--- src/design/tda_pkg.sv ---
`timescale 1ns / 1ps
// ----------------------------------------------------------------------------
// tda_pkg
// Shared types, widths and the digest fold used by the tile digest blocks.
// ----------------------------------------------------------------------------
package tda_pkg;

    localparam int DIGEST_BYTES = 20;
    localparam int DIGEST_W     = 8 * DIGEST_BYTES;
    localparam int COORD_W      = 16;
    localparam int CFG_W        = 16;
    localparam int CFG_IDX_W    = 2;
    localparam int GRID_W       = 4;
    localparam int S_TDATA_W    = 256;
    localparam int M_TDATA_W    = DIGEST_W;
    localparam int DIV_STEPS    = CFG_W;

    typedef enum logic {
        KIND_ADD  = 1'b0,
        KIND_READ = 1'b1
    } t_kind;

    typedef enum logic [CFG_IDX_W-1:0] {
        CFG_FRAME_WIDTH  = 2'd0,
        CFG_FRAME_HEIGHT = 2'd1,
        CFG_GRID_COLS    = 2'd2,
        CFG_GRID_ROWS    = 2'd3
    } t_cfg_index;

    typedef struct packed {
        logic signed [COORD_W-1:0] rect_x;
        logic signed [COORD_W-1:0] rect_y;
        logic signed [COORD_W-1:0] rect_w;
        logic signed [COORD_W-1:0] rect_h;
        logic        [DIGEST_W-1:0] hash;
    } t_add_req;

    // rotate by one byte toward byte 0 (byte 0 wraps to the top byte), then xor
    function automatic logic [DIGEST_W-1:0] fold_digest(
        input logic [DIGEST_W-1:0] cur,
        input logic [DIGEST_W-1:0] hash
    );
        logic [DIGEST_W-1:0] rot;
        rot = {cur[7:0], cur[8*DIGEST_BYTES-1:8]};
        return rot ^ hash;
    endfunction

endpackage

--- src/design/tda_front.sv ---
`timescale 1ns / 1ps
// ----------------------------------------------------------------------------
// tda_front
// Takes input beats, sorts add from read and clamps the read tile into an index.
// ----------------------------------------------------------------------------
module tda_front
    import tda_pkg::*;
#(
    parameter int MAX_COLS = 8,
    parameter int MAX_ROWS = 8
) (
    input  logic                                i_clk,
    input  logic                                i_rst_n,
    input  logic                                i_en,
    input  logic [$clog2(MAX_COLS+1)-1:0]       i_cols,
    input  logic [$clog2(MAX_ROWS+1)-1:0]       i_rows,
    input  logic                                i_valid,
    output logic                                o_ready,
    input  logic [S_TDATA_W-1:0]                i_data,
    input  logic                                i_user,
    output logic                                o_valid,
    input  logic                                i_ready,
    output logic [1+((MAX_COLS*MAX_ROWS > 1) ? $clog2(MAX_COLS*MAX_ROWS) : 1)
                  +$bits(t_add_req)-1:0]        o_data
);

    localparam int TILE_COUNT = MAX_COLS * MAX_ROWS;
    localparam int AW   = (TILE_COUNT > 1) ? $clog2(TILE_COUNT) : 1;
    localparam int CCW  = $clog2(MAX_COLS + 1);
    localparam int RCW  = $clog2(MAX_ROWS + 1);
    localparam int CIW  = (MAX_COLS > 1) ? $clog2(MAX_COLS) : 1;
    localparam int RIW  = (MAX_ROWS > 1) ? $clog2(MAX_ROWS) : 1;
    localparam int MW   = RIW + CCW;
    localparam int EW   = 1 + AW + $bits(t_add_req);
    localparam logic [AW-1:0] IDX_MASK = AW'(TILE_COUNT - 1);

    // field positions inside tdata
    localparam int POS_HASH = 4 * COORD_W;
    localparam int POS_COL  = POS_HASH + DIGEST_W;
    localparam int POS_ROW  = POS_COL + COORD_W;

    logic [EW-1:0]             r_data;
    logic                      r_valid;
    logic                      accept;
    t_kind                     kind;
    t_add_req                  add_req;
    logic signed [COORD_W-1:0] col;
    logic signed [COORD_W-1:0] row;
    logic [CIW-1:0]            col_c;
    logic [RIW-1:0]            row_c;
    logic [MW-1:0]             lin;
    logic [AW-1:0]             idx;
    logic [EW-1:0]             n_data;

    assign kind            = t_kind'(i_user);
    assign add_req.rect_x  = i_data[0*COORD_W +: COORD_W];
    assign add_req.rect_y  = i_data[1*COORD_W +: COORD_W];
    assign add_req.rect_w  = i_data[2*COORD_W +: COORD_W];
    assign add_req.rect_h  = i_data[3*COORD_W +: COORD_W];
    assign add_req.hash    = i_data[POS_HASH +: DIGEST_W];
    assign col             = i_data[POS_COL +: COORD_W];
    assign row             = i_data[POS_ROW +: COORD_W];

    always_comb begin
        if (col[COORD_W-1]) begin
            col_c = '0;
        end else if (COORD_W'(col) >= COORD_W'(i_cols)) begin
            col_c = CIW'(i_cols - CCW'(1));
        end else begin
            col_c = CIW'(col);
        end
        if (row[COORD_W-1]) begin
            row_c = '0;
        end else if (COORD_W'(row) >= COORD_W'(i_rows)) begin
            row_c = RIW'(i_rows - RCW'(1));
        end else begin
            row_c = RIW'(row);
        end
    end

    // entry = row * cols + col, folded like the store addressing
    assign lin    = MW'(row_c) * MW'(i_cols) + MW'(col_c);
    assign idx    = lin[AW-1:0] & IDX_MASK;
    assign n_data = {kind, idx, add_req};

    assign o_ready = i_en && (!r_valid || i_ready);
    assign accept  = i_valid && o_ready;

    always_ff @(posedge i_clk) begin
        if (!i_rst_n) begin
            r_valid <= 1'b0;
        end else if (accept) begin
            r_valid <= 1'b1;
        end else if (i_ready) begin
            r_valid <= 1'b0;
        end
        if (accept) begin
            r_data <= n_data;
        end
    end

    assign o_valid = r_valid;
    assign o_data  = r_data;

endmodule

--- config.mk ---
export PLATFORM = sky130hd
export DESIGN_NAME = tda_front
export DESIGN_NICKNAME = d
export VERILOG_FILES = /design/src/design/tda_pkg.sv /design/src/design/tda_front.sv
export SDC_FILE = /design/constraint.sdc
export NUM_CORES = 1
export LEC_CHECK = 0
export ABC_AREA = 1
export BUFFER_PORTS_ARGS = -buffer_cell sky130_fd_sc_hd__buf_2
export CAP_MARGIN = 20
export CORE_AREA = 3 3 194 196
export DETAILED_ROUTE_END_ITERATION = 10
export DIE_AREA = 0 0 197 199
export HOLD_SLACK_MARGIN = 0.02
export MAX_ROUTING_LAYER = met4
export PLACE_DENSITY = 0.51
export SLEW_MARGIN = 30
export SYNTH_ARGS = -nofsm -noshare
export SYNTH_HDL_FRONTEND = slang
export SYNTH_SLANG_ARGS = --single-unit
--- constraint.sdc ---
create_clock -name i_clk -period 55.2 [get_ports i_clk]
set_input_delay 5.52 -clock i_clk [delete_from_list [all_inputs] [get_ports i_clk]]
set_output_delay 5.52 -clock i_clk [all_outputs]
set_load 0.02 [all_outputs]
==> metrics.yaml <==
clockRootBuffer: "clkbuf_16"
synth_xor_area_share_pct: 0.5626
postCtsResizedCells: 0
intPower_uw: 325.2
maxSlewViolCount: 0
cts.path.max_buffers: 3
p_total_uw: 418.4
syn_inst: 369
clkLatencyLatePin_ns: 0.52
fin_util_pct: 32.60
finalSetupViolCount: 0
die_area_um2: 39200
dpl_worst_slack_ns: 43.53
yosysTopAreaCell: "edfxtp_1"
cts_tree: "yes"
crit_slowest_cell: "nor2_1"
synth_area_um2: 7784
end_kind: "output port"
first_iter_violations: 150
clock-sinks: 232
via_count: 5255
swShare_pct: 22.27
viasPerCell: 3.762
grt_pass1_vias: 5236
comb_power_share_pct: 8.7
finalNonFillerCells: 1397
num_rows: 70
final_hold_viol_count: 0
drcViolationCount: 0
dr.pass1.iters: 4
status: "completed"
whs_ns: 0.6539
ys_types: 20
use_met2_pct: 19.05
crit_path_start_kind: "input port"
grt_use_met1_pct: 13.27
cts_hold_buf: 0
layout-drive-gt1-share_pct: 59.22
irDropWorstVdd_mv: 0.01331
start_util_pct: 21.47
antenna_left: 0
finalCritPeriodShare_pct: 21.08
synth_seq_cells: 232
grt_max_degree: 85
setup_slack_ns: 43.57
syn_nets: 663
grt_usage_pct: 11.48
path_delay_family: "simple AND/OR/NAND/NOR gates"
rsz0062_at_grt: "no"
drt-total-wl_um: 24040
worstMarginPinSlew_ns: 0.8007
crit_buf_inv: 2
ys_seq_area_share_pct: 89.37
routabilityCongestion: 0.7769
p_clk_share_pct: 42.2
synth_simple_gate_area_share_pct: 3.778
fmaxAchievable_mhz: 85.95
cts_buffers: 26
power.density_nw_per_um2: 35.39
globalRouteOverflowTotal: 0
p_seq_share_pct: 49.1
fin_worst_skew_ns: 0.01145
grt_use_met3_pct: 3.709
p_switching_uw: 93.15
layout_common_cells: "buf_2 (502), edfxtp_1 (231), inv_1 (29)"
grt_antenna_before_repair: 6
dp.final_hpwl_um: 19110
ios: 503
die_w_um: 197
fin_crit_ns: 11.63
worstSetupPathType: "in2out"
gr-max-usage-layer: "met2"
core_area_um2: 36260
critPathArrivalTime_ns: 6.11
synth-adder-area-share_pct: 4.244
wl_per_cell_um: 17.20
finalNetCount: 1197
stdcell_area_um2: 11820
ys_warn_count: 0
syn2layout_area_growth_pct: 51.86
numPortBuffers: 502
clk_pin_slew_ns: 0.06
syn_avg_cell_area_um2: 21.09
cp_max_fo: 3
grt_pass1_wl_um: 32910
cp_slowest_stage_delay_ns: 0.23
place_inst: 1343
max_cap_violations: 0
synth_mux_area_share_pct: 0
yosysTopAreaCellShare_pct: 89.12
ys_top_cells_by_area: "edfxtp_1 (89%), ha_1 (3.2%), inv_1 (1.4%), nor2_1 (1.4%), nand2_1 (1.2%)"
placed_area_um2: 10920
path_cells: "buf_2, nor2_1, nor2_1, buf_2"
totalNegativeSetupSlack_ns: 0
die_y_um: 199
hold_class: "reg2reg"
required_ns: 49.68
synth_top_family_by_area: "adder cells"
synth_compound_area_share_pct: 0.6430
layout_commonest_cell: "buf_2"
htreeDepth: 1
postCtsSetupBuffers: 0
slew_headroom_pct: 46.62
p_leak_nw: 5.135
[area by class of cell]
cell class                      instances  area [µm²]
Antenna cell                            7       17.52
Tap cell                              468       585.6
Clock inverter                         16       187.7
Fill cell                            3636       24440
Timing Repair Buffer                  506        2550
Inverter                               29       108.9
Clock buffer                           31       690.7
Sequential cell                       232        6957
Multi-Input combinational cell        108       723.2
[state kept, by name, summed over array words and instances, names as in the netlist]
register and cells:
o_data 231, o_valid 1
[kinds of logic (layout without fill, tap and decap cells)]
logic type | count (synthesis) | count (layout)
fa+ha+maj | 24 | 24
xor+xnor | 5 | 5
other cells | 0 | 7
compound gates | 10 | 10
flops | 232 | 232
simple gates | 69 | 69
buf+inv | 29 | 582
[routing by layer]
layer	wire, µm	vias up
met5	0	-
met3	2323	33
met1	9259	2478
met4	497	0
li1	-	2465
met2	11950	279
[worst reg2reg max path: cells and delay by family, from the launching register on]
kind | cells | cell delay, ns
simple gates | 2 | 0.26
buf+inv | 3 | 1.12
flops | 1 | 0.31
[synthesized netlist by cell type]
master    count
edfxtp_1    231
inv_1        29
nor2_1       28
nand2_1      25
ha_1         20
nand3_1       8
o21ai_0       5
a21oi_1       4
fa_1          4
xor2_1        4
nand4_1       2
dfxtp_1       1
nand3_2       1
nor2_2        1
nor3b_1       1
nor4_1        1
o21ai_1       1
or2_1         1
or2_2         1
xnor2_1       1
[final timing paths]
check | slack, ns | end | depth (start not counted) | startpoint
hold / removal | 0.65 | o_valid | 4 | o_valid
hold reg to reg | 0.65 | o_valid | 4 | o_valid
setup reg to reg | 53.02 | o_data[179] | 5 | o_valid
setup / recovery | 43.57 | o_ready | 4 | i_ready
[power by group through the flow]
stage	registers, mW	logic [mW]	clock network (mW)
floorplan	0.224	0.00687	0
global placement	0.209	0.0366	0
detailed placement	0.209	0.0370	0
CTS	0.206	0.0371	0.184
global route	0.206	0.0397	0.190
finish	0.205	0.0363	0.177
(Power assumes the default switching activity.)
