[src/design/tda_queue.sv]
`timescale 1ns / 1ps
// ----------------------------------------------------------------------------
// tda_queue
// Short first-in first-out queue between the front and back halves.
// ----------------------------------------------------------------------------
module tda_queue #(
    parameter int WIDTH = 8,
    parameter int DEPTH = 2
) (
    input  logic             i_clk,
    input  logic             i_rst_n,
    input  logic             i_push_valid,
    output logic             o_push_ready,
    input  logic [WIDTH-1:0] i_push_data,
    output logic             o_pop_valid,
    input  logic             i_pop,
    output logic [WIDTH-1:0] o_pop_data
);

    localparam int PW = (DEPTH > 1) ? $clog2(DEPTH) : 1;
    localparam int NW = $clog2(DEPTH + 1);

    logic [WIDTH-1:0] r_mem [DEPTH];
    logic [PW-1:0]    r_wp;
    logic [PW-1:0]    r_rp;
    logic [NW-1:0]    r_count;
    logic             push;
    logic             pop;

    assign o_push_ready = (r_count != NW'(DEPTH));
    assign o_pop_valid  = (r_count != '0);
    assign push         = i_push_valid && o_push_ready;
    assign pop          = i_pop && o_pop_valid;
    assign o_pop_data   = r_mem[r_rp];

    always_ff @(posedge i_clk) begin
        if (!i_rst_n) begin
            r_wp    <= '0;
            r_rp    <= '0;
            r_count <= '0;
        end else begin
            if (push) begin
                r_wp <= (r_wp == PW'(DEPTH - 1)) ? '0 : r_wp + PW'(1);
            end
            if (pop) begin
                r_rp <= (r_rp == PW'(DEPTH - 1)) ? '0 : r_rp + PW'(1);
            end
            if (push && !pop) begin
                r_count <= r_count + NW'(1);
            end else if (pop && !push) begin
                r_count <= r_count - NW'(1);
            end
        end
        if (push) begin
            r_mem[r_wp] <= i_push_data;
        end
    end

endmodule

[config.mk]
export PLATFORM = sky130hd
export DESIGN_NAME = tda_queue
export DESIGN_NICKNAME = d
export VERILOG_FILES = /design/src/design/tda_queue.sv
export SDC_FILE = /design/constraint.sdc
export NUM_CORES = 1
export LEC_CHECK = 0
export BUFFER_PORTS_ARGS = -buffer_cell sky130_fd_sc_hd__buf_4
export CORE_MARGIN = 2
export CORE_UTILIZATION = 30
export CTS_CLUSTER_DIAMETER = 100
export DETAILED_ROUTE_END_ITERATION = 7
export PLACE_DENSITY_LB_ADDON = 0.12
export RECOVER_POWER = 50
export SYNTH_ARGS = -nofsm -noshare
export SYNTH_HDL_FRONTEND = slang
export SYNTH_SLANG_ARGS = --single-unit
[constraint.sdc]
create_clock -name i_clk -period 2.3 [get_ports i_clk]
set_clock_uncertainty 0.2 [all_clocks]
set_input_delay 0.115 -clock i_clk [delete_from_list [all_inputs] [get_ports i_clk]]
set_output_delay 0.115 -clock i_clk [all_outputs]
set_load 0.01 [all_outputs]
==> flow_summary.ini, run 1 <==
[clock_tree]
ctsLongestPathBuffers = 2
htreeDepth = 1
cts-root-buf = clkbuf_4
cts_setup_buffers = 0
cts_tree = yes
clkTransAtPathRegs_ns = 0.11
numCtsBuffers = 3
clock_latency_ns = 0.29
clkSinkCount = 21

[pwr]
power.total_w = 0.00103
p_int_w = 0.000732
p_clk_share_pct = 16.8
p_per_area_nw_per_um2 = 925
ir_drop_mv = 0.479
power.leakage_nw = 0.436
seq_power_share_pct = 51.5
switching_share_pct = 28.8
power_frac_comb_pct = 31.7
switching_power_w = 0.000295

[setup_path]
slowest_delay_ns = 0.37
cpLargestDelayFamily = simple AND/OR/NAND/NOR gates
worstPathArrival_ns = 1.86
timing.critical_path.buf_inv = 0
path_cells = nand2b_1 -> and2_1 -> ha_1 -> or3_1 -> a21oi_1
worstSetupStartpointType = flip-flop
endpoint_kind = flip-flop
crit_type = flip-flop to flip-flop
cp_max_fo = 5
worstPathRequired_ns = 2.34
crit_slowest_cell = dfxtp_1

[yosys]
yosysSeqAreaShare_pct = 71.7
synth_xor_area_share_pct = 3.25
synth_compound_area_share_pct = 3.71
syn_area_per_cell_um2 = 16.2
netlist.area_leader.share_pct = 59.4
syn_area_um2 = 810
synth_top_family_by_area = multiplexers
synthCells = 50
yosys_warnings = 0
synth-simple-area-share_pct = 7.11
synth_largest_area_cell = edfxtp_1
ys_top_cells_by_area = edfxtp_1, dfxtp_1, mux2_2, xor2_1, nand2b_4
synth.distinct_cells = 17
synthMuxAreaShare_pct = 11.1
ys_ff_latch = 21
synth_fp_nets = 63
synthAdderAreaFrac_pct = 1.55

[floorplan]
fp.dieArea_um2 = 3130
fp.coreArea_um2 = 2520
start_util_pct = 32.1
die_y_um = 55.9
die_w_um = 55.9
io_pins = 22
rows = 18

[final_layout]
area_growth_pct = 37.2
layout_common_cells = edfxtp_1, clkbuf_4, buf_4
layout-drive-gt1-share_pct = 38.1
layout.nets = 98
multi_input_area_um2 = 209
instances_no_fill = 114
diodes = 0
layout_commonest_cell = edfxtp_1
ff_latch_area_um2 = 581
fillers = 239

[routing]
drt_iter0_drc = 11
drc = 0
drt-total-wl_um = 1310
drt-pass1-iter-count = 2
postRouteAntennaNets = 0
post_drt_wl_per_cell_um = 11.5
via_per_inst = 4.36
vias = 497

[outcome]
status = completed

[timing]
clock.fmax_mhz = 550
holdWs_ns = 0.0436
finalSetupViolCount = 0
tightest_slew_ns = 0.385
rsz0062_at_grt = false
fin_setup_tns_ns = 0
setup_slack_ns = 0.481
finalHoldViolCount = 0
min_period_over_period_pct = 79.1
relSlewSlack_pct = 74.3
min_period_ns = 1.82
final_max_slew_viol_count = 0

[min_path]
worstHoldPathType = input pin to flip-flop

[global_routing]
grt_use_total_pct = 9.46
grt_max_degree = 12
antenna_found_initial = 0
overflow = 0
grt_pass1_vias = 498
grt_pass1_wl_um = 2140

[place]
pre_cts_ws_ns = 0.556
placed_cells = 100
gp_congestion = 0.675
io_buffer_count = 21
post-dp-hpwl_um = 895

[job]
drv_cap = 0
area by class of cell:
| class | instances | area share [%] |
|---|---|---|
| sequential | 21 | 52.3 |
| timing repair buffer | 31 | 22.5 |
| multi-input combinational | 26 | 18.8 |
| tap | 30 | 3.38 |
| clock buffer | 4 | 2.36 |
| inverter | 2 | 0.676 |
worst paths after layout:
kind / startpoint / endpoint / slack (ns) / cells past startpoint
worst max-delay path: r_count[0] / r_count[1] / 0.48 / 5
worst min-delay path: i_pop / flip-flop / 0.04 / 4
worst max register to register: r_count[0] / r_count[1] / 0.48 / 5
worst min register to register: r_rp / flip-flop / 0.33 / 2
power groups by stage:
| stage | Sequential [W] | Combinational (W) | Clock, W |
|---|---|---|---|
| floorplan | 0.000515 | 0.000231 | 0 |
| global placement | 0.000542 | 0.000342 | 0 |
| detailed placement | 0.000543 | 0.000342 | 0 |
| CTS | 0.000535 | 0.000357 | 0.000182 |
| global route | 0.000543 | 0.000360 | 0.000204 |
| finish | 0.000529 | 0.000326 | 0.000172 |
registers in the layout (all words and copies together), names as in the netlist, named ones only:
signal   count
r_rp         1
r_mem       16
r_count      2
r_wp         1
Yosys cell counts:
library cell,n
mux2_2,8
buf_2,1
dfxtp_1,5
nor2_1,3
and2_1,1
and3_1,1
nand3b_1,1
ha_1,1
or3_1,1
or2_2,1
a21bo_2,1
xor2_1,3
o21ai_0,2
edfxtp_1,16
inv_1,2
a21oi_1,2
nand2b_4,1
per-layer routing:
metal | global-route usage [%] | up-vias | wire [um]
li1 | - | 250 | -
met1 | 10.3 | 233 | 581
met2 | 16.3 | 12 | 661
met3 | 3.02 | 2 | 55
met4 | 5.10 | 0 | 11
met5 | 0 | - | 0
timing repair:
| item | in CTS | in global routing |
|---|---|---|
| hold buffers | 10 | 0 |
| resized for setup | 0 | 0 |
| endpoints found under the hold margin | 21 | 0 |
kinds of logic after synthesis:
| logic type | Yosys count |
|---|---|
| adder cells (fa/ha/maj) | 1 |
| AO/OA/AOI/OAI | 5 |
| AND/OR/NAND/NOR | 9 |
| multiplexers | 8 |
| XOR/XNOR | 3 |
| buffers and inverters | 3 |
| flip-flops | 21 |
tightest hold or removal path, delay by kind of cell:
kind | cells | cell delay, ns
xor+xnor | 1 | 0.10
buf+inv | 1 | 0.10
compound gates | 1 | 0.12
simple gates | 1 | 0.07
per-stage QoR:
step                utilization (%)  cell area [um2]
CTS                            44.6             1130
finish                         44.0             1110
detailed placement             39.6             1000
global placement               39.6             1000
global route                   44.0             1110
floorplan                         -              810
Note: power is estimated with default switching activity, not from simulation.
==> run 2: changes to the inputs <==
==> constraint.sdc (replaced) <==
create_clock -name i_clk -period 1.8 [get_ports i_clk]
set_clock_uncertainty 0.2 [all_clocks]
set_input_delay 0.09 -clock i_clk [delete_from_list [all_inputs] [get_ports i_clk]]
set_output_delay 0.09 -clock i_clk [all_outputs]
set_load 0.01 [all_outputs]
==> run 2 against run 1 <==
Count of clock-buffer cells in the layout down 1; via count up 1.0%; combinational power up 51%; fmax up 6.1%; non-clock buffer count up 3; worst setup slack worse by 0.39 ns; global-route usage down 0.55 points; first-iteration DRC count down 73%.
==> flow_summary.ini, run 2 (synthesis gave the netlist of run 1 again) <==
[timing]
finalSetupViolCount = 0
clock.fmax_mhz = 583
rsz0062_at_grt = false
holdWs_ns = 0.178
finalHoldViolCount = 0
setup_slack_ns = 0.0859
fin_setup_tns_ns = 0
tightest_slew_ns = 0.384
final_max_slew_viol_count = 0
min_period_ns = 1.71
relSlewSlack_pct = 74.3
min_period_over_period_pct = 95.2

[job]
drv_cap = 0

[setup_path]
startpoint = r_count[0]
timing.critical_path.buf_inv = 0
cp_max_fo = 5
r2r-start = r_count[0]
worst_r2r_path_depth = 6
slowest_delay_ns = 0.38
crit_type = flip-flop to flip-flop
path_depth = 6
endpoint_kind = flip-flop
cpLargestDelayFamily = simple AND/OR/NAND/NOR gates
worstPathRequired_ns = 1.84
path_cells = nand2b_4 -> and2_1 -> ha_4 -> xor2_1 -> or3_1 -> a21oi_2
crit_slowest_cell = dfxtp_4
worstPathArrival_ns = 1.76
worstSetupStartpointType = flip-flop

[final_layout]
largest_registers = r_mem x16, r_count x2
layout-drive-gt1-share_pct = 47.1
ff_latch_area_um2 = 586
fillers = 236
layout_commonest_cell = edfxtp_1
final_util_pct = 46.1
largest_reg_flops = 16
layout_common_cells = edfxtp_1, buf_4, clkbuf_4
diodes = 0
area_growth_pct = 43.7
layout.nets = 101
multi_input_area_um2 = 233
instances_no_fill = 117
largest-register = r_mem

[routing]
postRouteAntennaNets = 0
drt_iter0_drc = 3
drt-pass1-iter-count = 4
via_per_inst = 4.29
vias = 502
drt-total-wl_um = 1270
post_drt_wl_per_cell_um = 10.8
drc = 0

[clock_tree]
numCtsBuffers = 3
ctsLongestPathBuffers = 2
clock_latency_ns = 0.30
htreeDepth = 1
clkTransAtPathRegs_ns = 0.12
cts-root-buf = clkbuf_4
cts_tree = yes
clkSinkCount = 21

[pwr]
ir_drop_mv = 0.687
p_per_area_nw_per_um2 = 1200
power.leakage_nw = 0.457

[place]
placed_cells = 103
gp_congestion = 0.710
pre_cts_ws_ns = 0.0445
io_buffer_count = 21
post-dp-hpwl_um = 881

[floorplan]
fp.coreArea_um2 = 2520
start_util_pct = 32.1
io_pins = 22
fp.dieArea_um2 = 3130
die_y_um = 55.9
die_w_um = 55.9
rows = 18

[global_routing]
grt_pass1_vias = 533
grt_use_total_pct = 8.90
grt_pass1_wl_um = 2060
antenna_found_initial = 0
grt_max_degree = 13
overflow = 0

[min_path]
min_from = i_pop
worstHoldPathType = input pin to flip-flop
whs_path_depth = 5

[outcome]
status = completed
==> run 2: changes by cell type in the layout (fill, tap and decap cells not counted), sizes merged <==
cell | previous run | this run
buf | 11 | 14
clkbuf | 14 | 13
clkinv | 0 | 1
==> run 2: layout make-up <==
class | instances | share of cell area, %
clock buffers | 3 | 1.94
clock inverters | 1 | 0.430
multi-input cells | 26 | 20.0
flip-flops and latches | 21 | 50.3
repair buffers | 34 | 23.4
inverters | 2 | 0.645
well taps | 30 | 3.23
==> run 2: final timing paths <==
kind                endpoint  slack, ns
setup / recovery  r_count[1]       0.09
hold / removal          r_rp       0.18
setup reg to reg  r_count[1]       0.09
hold reg to reg         r_rp       0.32
==> run 2: through the flow <==
step / cell area (um2) / total power, W
2_1_floorplan: 810 / 0.000953
3_3_place_gp: 1020 / 0.00115
3_5_place_dp: 1020 / 0.00115
4_1_cts: 1150 / 0.00139
5_1_grt: 1160 / 0.00149
6_report: 1160 / 0.00140
==> run 2: routing by layer <==
metal / global-route usage (%) / wire, um / vias to the layer above
li1: - / - / 255
met1: 8.73 / 549 / 233
met2: 16.3 / 655 / 12
met3: 2.79 / 56 / 2
met4: 5.10 / 8 / 0
met5: 0 / 0 / -
==> run 2: what timing repair did <==
item	CTS	global route
resized for setup	0	6
hold endpoints to repair	21	0
buffers inserted	0	0
hold buffers	10	0
endpoints found under the setup margin	0	1
==> run 2: worst register-to-register path, cell delays in order (launching register included) <==
cell and delay (ns):
dfxtp_4 0.38, nand2b_4 0.15, and2_1 0.18, ha_4 0.16, xor2_1 0.14, or3_1 0.32, a21oi_2 0.13
==> run 2: power by group <==
group / switching (W) / internal, W
Sequential: 0.0000667 / 0.000623
Combinational: 0.000199 / 0.000292
Clock: 0.000135 / 0.0000827
Total: 0.000401 / 0.000997
